`src/hw/rtl/mlcm_pkg.sv`:
```
`timescale 1ns / 1ps
`default_nettype none
package mlcm_pkg;
  localparam int LIMB_COUNT = 64;
  localparam int LIMB_W = 32;
  localparam int IDX_W = $clog2(LIMB_COUNT);
  localparam int CNT_W = $clog2(LIMB_COUNT + 1);
  localparam int OUT_IDX_W = 6;

  typedef enum logic [1:0] {
    REQ_SET  = 2'd0,
    REQ_FOLD = 2'd1,
    REQ_READ = 2'd2,
    REQ_BAD  = 2'd3
  } req_t;

  typedef enum logic [4:0] {
    ST_IDLE,
    ST_SET_HI,
    ST_MOD_RD,
    ST_MOD_GO,
    ST_MOD_WAIT,
    ST_GCD,
    ST_DIV_RD,
    ST_DIV_GO,
    ST_DIV_WAIT,
    ST_TRIM,
    ST_TRIM_WAIT,
    ST_MUL_RD,
    ST_MUL_GO,
    ST_MUL_WB,
    ST_MUL_TOP,
    ST_READ_RD,
    ST_READ_OUT,
    ST_DONE
  } state_t;

  typedef enum logic {
    DV_MOD,
    DV_DIV
  } dvmode_t;

  typedef struct packed {
    logic           load_set;
    logic           set_hi;
    logic           load_fold;
    logic           rd_en;
    logic           div_start;
    dvmode_t        div_mode;
    logic           rem_ld;
    logic           div_wb;
    logic           gcd_start;
    logic           trim_step;
    logic           mul_start;
    logic           mul_wb;
    logic           mul_top;
    logic           rem_clr;
    logic           idx_load_top;
    logic           idx_load_zero;
    logic           idx_dec;
    logic           idx_inc;
    logic           emit_limb;
    logic           emit_plain;
    logic           emit_bad;
  } ctrl_t;

  typedef struct packed {
    logic div_busy;
    logic idx_zero;
    logic idx_last;
    logic gcd_done;
    logic top_zero;
    logic in_use_one;
  } stat_t;
endpackage
`default_nettype wire

```
`src/hw/rtl/mlcm_ctrl.sv`:
```
`timescale 1ns / 1ps
`default_nettype none
module mlcm_ctrl
  import mlcm_pkg::*;
(
  input  wire logic           clk,
  input  wire logic           rst_n,
  input  wire logic           start,
  input  wire logic [1:0]     req,
  input  wire logic           bad_y,
  input  wire stat_t          st,
  output logic                busy,
  output ctrl_t               ctl
);
  state_t state_r, state_nxt;

  always_ff @(posedge clk) begin
    if (!rst_n) begin
      state_r <= ST_IDLE;
    end else begin
      state_r <= state_nxt;
    end
  end

  assign busy = (state_r != ST_IDLE);

  always_comb begin
    state_nxt    = state_r;
    ctl          = '0;
    ctl.div_mode = DV_MOD;
    unique case (state_r)
      ST_IDLE: begin
        if (start) begin
          unique case (req_t'(req))
            REQ_SET: begin
              ctl.load_set = 1'b1;
              state_nxt    = ST_SET_HI;
            end
            REQ_FOLD: begin
              if (bad_y) begin
                ctl.emit_bad = 1'b1;
              end else begin
                ctl.load_fold    = 1'b1;
                ctl.idx_load_top = 1'b1;
                ctl.rem_clr      = 1'b1;
                state_nxt        = ST_MOD_RD;
              end
            end
            REQ_READ: begin
              ctl.idx_load_zero = 1'b1;
              state_nxt         = ST_READ_RD;
            end
            REQ_BAD: ctl.emit_bad = 1'b1;
          endcase
        end
      end
      ST_SET_HI: begin
        ctl.set_hi = 1'b1;
        state_nxt  = ST_DONE;
      end
      ST_MOD_RD: begin
        ctl.rd_en = 1'b1;
        state_nxt = ST_MOD_GO;
      end
      ST_MOD_GO: begin
        ctl.div_start = 1'b1;
        ctl.div_mode  = DV_MOD;
        state_nxt     = ST_MOD_WAIT;
      end
      ST_MOD_WAIT: begin
        if (!st.div_busy) begin
          ctl.rem_ld = 1'b1;
          if (st.idx_zero) begin
            ctl.gcd_start = 1'b1;
            state_nxt     = ST_GCD;
          end else begin
            ctl.idx_dec = 1'b1;
            state_nxt   = ST_MOD_RD;
          end
        end
      end
      ST_GCD: begin
        if (st.gcd_done) begin
          ctl.idx_load_top = 1'b1;
          ctl.rem_clr      = 1'b1;
          state_nxt        = ST_DIV_RD;
        end
      end
      ST_DIV_RD: begin
        ctl.rd_en = 1'b1;
        state_nxt = ST_DIV_GO;
      end
      ST_DIV_GO: begin
        ctl.div_start = 1'b1;
        ctl.div_mode  = DV_DIV;
        state_nxt     = ST_DIV_WAIT;
      end
      ST_DIV_WAIT: begin
        if (!st.div_busy) begin
          ctl.div_wb = 1'b1;
          ctl.rem_ld = 1'b1;
          if (st.idx_zero) begin
            state_nxt = ST_TRIM;
          end else begin
            ctl.idx_dec = 1'b1;
            state_nxt   = ST_DIV_RD;
          end
        end
      end
      ST_TRIM: begin
        if (!st.in_use_one && st.top_zero) begin
          ctl.trim_step = 1'b1;
          state_nxt     = ST_TRIM_WAIT;
        end else begin
          ctl.idx_load_zero = 1'b1;
          ctl.rem_clr       = 1'b1;
          state_nxt         = ST_MUL_RD;
        end
      end
      // top limb register catches up with the new count
      ST_TRIM_WAIT: state_nxt = ST_TRIM;
      ST_MUL_RD: begin
        ctl.rd_en = 1'b1;
        state_nxt = ST_MUL_GO;
      end
      ST_MUL_GO: begin
        ctl.mul_start = 1'b1;
        state_nxt     = ST_MUL_WB;
      end
      ST_MUL_WB: begin
        ctl.mul_wb = 1'b1;
        if (st.idx_last) begin
          state_nxt = ST_MUL_TOP;
        end else begin
          ctl.idx_inc = 1'b1;
          state_nxt   = ST_MUL_RD;
        end
      end
      ST_MUL_TOP: begin
        ctl.mul_top = 1'b1;
        state_nxt   = ST_DONE;
      end
      ST_DONE: begin
        ctl.emit_plain = 1'b1;
        state_nxt      = ST_IDLE;
      end
      ST_READ_RD: begin
        ctl.rd_en = 1'b1;
        state_nxt = ST_READ_OUT;
      end
      ST_READ_OUT: begin
        ctl.emit_limb = 1'b1;
        if (st.idx_last) begin
          state_nxt = ST_IDLE;
        end else begin
          ctl.idx_inc = 1'b1;
          state_nxt   = ST_READ_RD;
        end
      end
      default: state_nxt = ST_IDLE;
    endcase
  end
endmodule
`default_nettype wire

```
`config.mk`:
```
export PLATFORM = sky130hd
export DESIGN_NAME = mlcm_ctrl
export DESIGN_NICKNAME = d
export VERILOG_FILES = /design/src/hw/rtl/mlcm_pkg.sv /design/src/hw/rtl/mlcm_ctrl.sv
export SDC_FILE = /design/constraint.sdc
export NUM_CORES = 1
export LEC_CHECK = 0
export ABC_AREA = 0
export BUFFER_PORTS_ARGS = -buffer_cell sky130_fd_sc_hd__buf_2
export CORE_MARGIN = 2
export CORE_UTILIZATION = 32
export DETAILED_ROUTE_END_ITERATION = 10
export GPL_TIMING_DRIVEN = 0
export MAX_ROUTING_LAYER = met4
export PLACE_DENSITY = 0.63
export SLEW_MARGIN = 20
export SYNTH_ARGS = -nofsm -noshare
export SYNTH_HDL_FRONTEND = slang
export SYNTH_SLANG_ARGS = --single-unit
```
`constraint.sdc`:
```
create_clock -name clk -period 1.75 [get_ports clk]
set_input_delay 0.175 -clock clk [delete_from_list [all_inputs] [get_ports clk]]
set_output_delay 0.175 -clock clk [all_outputs]
set_load 0.02 [all_outputs]
```
== After elaboration in Yosys (flattened, before gate mapping) ==
Cells that the tools add are included.

* Equal/unequal tests: 26
* Reduce and logical (&&, ||, !) cells: 10
* Mux-type cells: 54

{| class="wikitable"
|+ Operators by type and width
! kind !! number
|-
| one-hot mux 5 bit (16 select lines) || 1
|-
| equality test 5 x 4 -> 1 bit (second input constant) || 8
|-
| two-way mux 1 bit || 32
|-
| two-way mux 5 bit || 5
|-
| equality test 5 x 3 -> 1 bit (second input constant) || 4
|-
| one-hot mux 5 bit (3 select lines) || 1
|-
| equality test 5 x 2 -> 1 bit (second input constant) || 2
|-
| equality test 5 bit (second input constant) || 2
|-
| two-way mux 3 bit || 3
|-
| two-way mux 2 bit || 4
|-
| two-way mux 4 bit || 2
|-
| inequality test 2 bit (second input constant) || 4
|-
| one-hot mux 1 bit (2 select lines) || 4
|-
| AND reduction 6 bit || 1
|-
| OR reduction 2 bit || 3
|-
| equality test 5 x 1 -> 1 bit (second input constant) || 1
|-
| zero test 5 bit || 1
|-
| nonzero test 5 bit || 1
|-
| equality test 2 bit (second input constant) || 2
|-
| inequality test 4 x 1 -> 1 bit (second input constant) || 1
|-
| one-hot mux 2 bit (2 select lines) || 1
|-
| OR reduction 4 bit || 1
|-
| inequality test 3 bit (second input constant) || 1
|-
| one-hot mux 1 bit (3 select lines) || 1
|-
| 4 further kinds || 4
|}

* Word-level logic and storage cells: 91
* Register bits: 5
* Bits of input ports: 12
* Output and inout bits: 22

== Longest topological paths before layout ==
* Depth after elaboration: 4
* Depth in mapped cells: 7
* Mapped depth without buffers: 7

== Worst setup path after synthesis ==
OpenSTA, ideal clock, no wires.

* Path kind: reg2out
* From: register state_r[2]
* To: output ctl[7] (netlist name)
* Buffers on the path: 0
* Data required time: 1.575 ns
* Path slack: -0.073 ns
* Cell stages (with the launch flop): 6
* Data arrival time: 1.648 ns
* Cells stage by stage: dfxtp_1 > nor3_2 > nand3_2 > nor3b_2 > a31o_2 > nand2b_1

{| class="wikitable"
|+ RTL lines
! what !! line !! source
|-
| start, declared || mlcm_ctrl.sv:15 || <nowiki>state_t state_r, state_nxt;</nowiki>
|-
| start signal, assigned || mlcm_ctrl.sv:21 || <nowiki>state_r <= state_nxt;</nowiki>
|-
| end, declared || mlcm_ctrl.sv:13 || <nowiki>output ctrl_t ctl</nowiki>
|}

==> metrics.csv <==
metric;value;unit
worst path arrival time;1.56;ns
synth warn;0;
TritonCTS clock tree;done;
VDD IR max;0.0009671;V
drt drc;0;
Reg2Reg Setup Slack;0.16;ns
DRT iter0 DRCs;33;
GPL Wtd Cong;0.8897;
Worst-path clk slew;0.04;ns
top_reg_cell synth;dfxtp_1;
CP Capture Type;output port;
Synth Area in Simple Gates;42.25;%
Die ar.;3075;µm²
FF+latch count, synth;5;
fin. max-slew vios;0;
Comb pwr share;79.2;%
Detailed Routing Iterations Pass 1;4;
crit path max fanout;4;
WL final;2691;µm
Tightest Pin Transition;0.3106;ns
Crit Path Class;flop to output port;
ratio of cells with drive above 1 in the final layout;45.63;%
Tcrit/Tclk final;99.07;%
Flop pwr share;13.3;%
htree depth;1;
Hold Violations, Final;0;
Layout Nets;177;
compound-cell area share of the yosys netlist;27.03;%
largest net degree at the start of global routing;11;
Switching Fraction;50.92;%
# port buffers;33;
outcome;complete, no violations;
worst endpoint required time;1.57;ns
Clock Power Share;7.5;%
P_int;0.0008873;W
Hold Path Cell Cnt;2;
GR Overflow Total;0;
area grow syn2layout;41.06;%
Pwr Density;1513;nW/µm²
post-route ant nets;0;
CTS Buf Count;3;
Synth Instances;117;
final setup fails;0;
RSZ-0062 raised after global routing;true;
crit path time final;1.734;ns
sequential share of the synthesized area;11.82;%
hold path endpoint;state_r[0];
Synth Area in Adders;5.908;%
hold slack;0.2147;ns
CP Launch Type;flop;
drt via density;5.321;
top flop regs;state_r (5);
share of the synthesized area in the top cell type;11.82;%
Top reg by flops;state_r;
Fill cells;258;
Clock Tree Root;clkbuf_4;
CTS Sinks;5;
die height;55.45;µm
routed len/inst;14.16;µm
worst r2r dst;state_r[3];
Clk Latency, worst-skew pair;0.25;ns
Die X;55.45;µm
max capacitance violation total;0;
mux contribution to synthesized area;0;%
max reg flops;5;
Final TNS setup;0;ns
most frequent cells after synthesis;nand2_1, nor2_1, inv_1, and3_1, dfxtp_1;
Rows;18;
largest family of logic cells by synthesized area;simple AND/OR/NAND/NOR gates;
hold wc startpoint;rst_n;
final core utilization;47.80;%
count leader, synth;nand2_1;
Sw Pwr;0.0009204;W
FFs w/ async S/R, synth;0;%
FF-to-FF Start;state_r[2];
Worst slew margin;79.10;%
Clock Path Buffers;2;
IO Count;34;
area leader, netlist;dfxtp_1;
vias in the first global route;894;
Mapped Area;847.1;µm²
post-synthesis xor/xnor area fraction;3.102;%
first-pass GRT wire length;4284;µm
floorplan core area;2500;µm²
Area contributors post-synth;dfxtp_1, ha_1, nand2_1;
Avg Synthesized Cell Area;7.240;µm²
hpwl dp;2018;µm
Power Total;0.001808;W
Clock Skew;0.002487;ns
number of flops mapped to enable cells by yosys;0;
Initial Util;33.88;%
Pleak;0.6048;nW
Vias;1011;
Peak Freq;576.8;MHz
R2R depth;7;
Synth Net Count;133;
n_diodes;0;
initial antenna violation count;0;
number of distinct library cells after synthesis;47;
GRT Overall Usage;17.81;%
Hold WC Path Type;input pin to flop;
==> critical path: stages (launching register included) <==
cell and delay [ns]:
dfxtp_4 0.36, nor3_4 0.25, nand3_4 0.11, nor3b_4 0.21, a31o_2 0.15, nand2b_4 0.12
buf_6 0.11
==> routing by layer <==
metal	vias up	routed length (µm)	track usage, %	share of wire (%)
li1	508	-	-	-
met5	-	0	-	0
met3	7	171	3.044	6.4
met2	42	1243	27.55	46
met4	0	51	5.923	1.9
met1	454	1224	23.45	45
==> worst max path at each step <==
stage | startpoint | to | slack [ns] | depth (start not counted)
floorplan | state_r[4] | ctl[7] | 0.02 | 6
global placement | req[1] | state_r[3] | 0.09 | 7
detailed placement | req[1] | state_r[3] | 0.05 | 7
CTS | state_r[3] | ctl[7] | -0.004 | 6
global route | state_r[2] | ctl[7] | -0.07 | 6
finish | state_r[2] | ctl[7] | 0.02 | 6
==> layout by cell type, fill, tap and decap left out, types with 3 or more instances in the layout <==
master / count
inv_1: 7
o21ai_0: 4
buf_4: 12
nor3_1: 4
buf_2: 32
nand3_1: 3
a22o_1: 3
nand2b_1: 3
nand2_1: 11
ha_1: 4
nor2_1: 9
buf_6: 3
a21oi_1: 4
and3_1: 5
clkbuf_4: 3
==> power groups by stage <==
stage | Clock, W | Sequential [W] | Combinational, W
CTS | 0.000140 | 0.000230 | 0.00135
floorplan | 0 | 0.000204 | 0.000939
finish | 0.000135 | 0.000241 | 0.00143
global placement | 0 | 0.000223 | 0.00121
global route | 0.000148 | 0.000249 | 0.00156
detailed placement | 0 | 0.000222 | 0.00123
==> logic make-up (layout without fill, tap and decap cells) <==
kind of cell | after synthesis | in the layout
compound gates | 30 | 30
xor+xnor | 3 | 3
fa+ha+maj | 4 | 4
buf+inv | 16 | 59
flops | 5 | 5
simple gates | 59 | 59
==> cell type report <==
class	instances	area (µm²)	area share (%)
Buffer	8	65.06	5.445
Clock buffer	4	26.28	2.199
Inverter	8	30.03	2.513
Multi-Input combinational cell	96	706.9	59.16
Sequential cell	5	110.1	9.215
Tap cell	30	37.54	3.141
Timing Repair Buffer	39	219.0	18.32
==> timing repair <==
| item | 4_1_cts | 5_1_grt |
|---|---|---|
| resized for setup | 6 | 16 |
| endpoints found under the hold margin | 0 | 0 |
| endpoints found under the setup margin | 6 | 7 |
| setup buffers | 4 | 2 |
| pin swaps | 3 | 4 |
| hold buffers | 0 | 0 |
==> through the flow <==
stage | instances | instance area, µm² | setup slack [ns]
2_1_floorplan | 117 | 859.6 | 0.01554
3_3_place_gp | 180 | 1062 | 0.08510
3_5_place_dp | 180 | 1062 | 0.04845
4_1_cts | 188 | 1135 | -0.003943
5_1_grt | 190 | 1195 | -0.06681
6_report | 190 | 1195 | 0.01633
(Power assumes the default switching activity.)
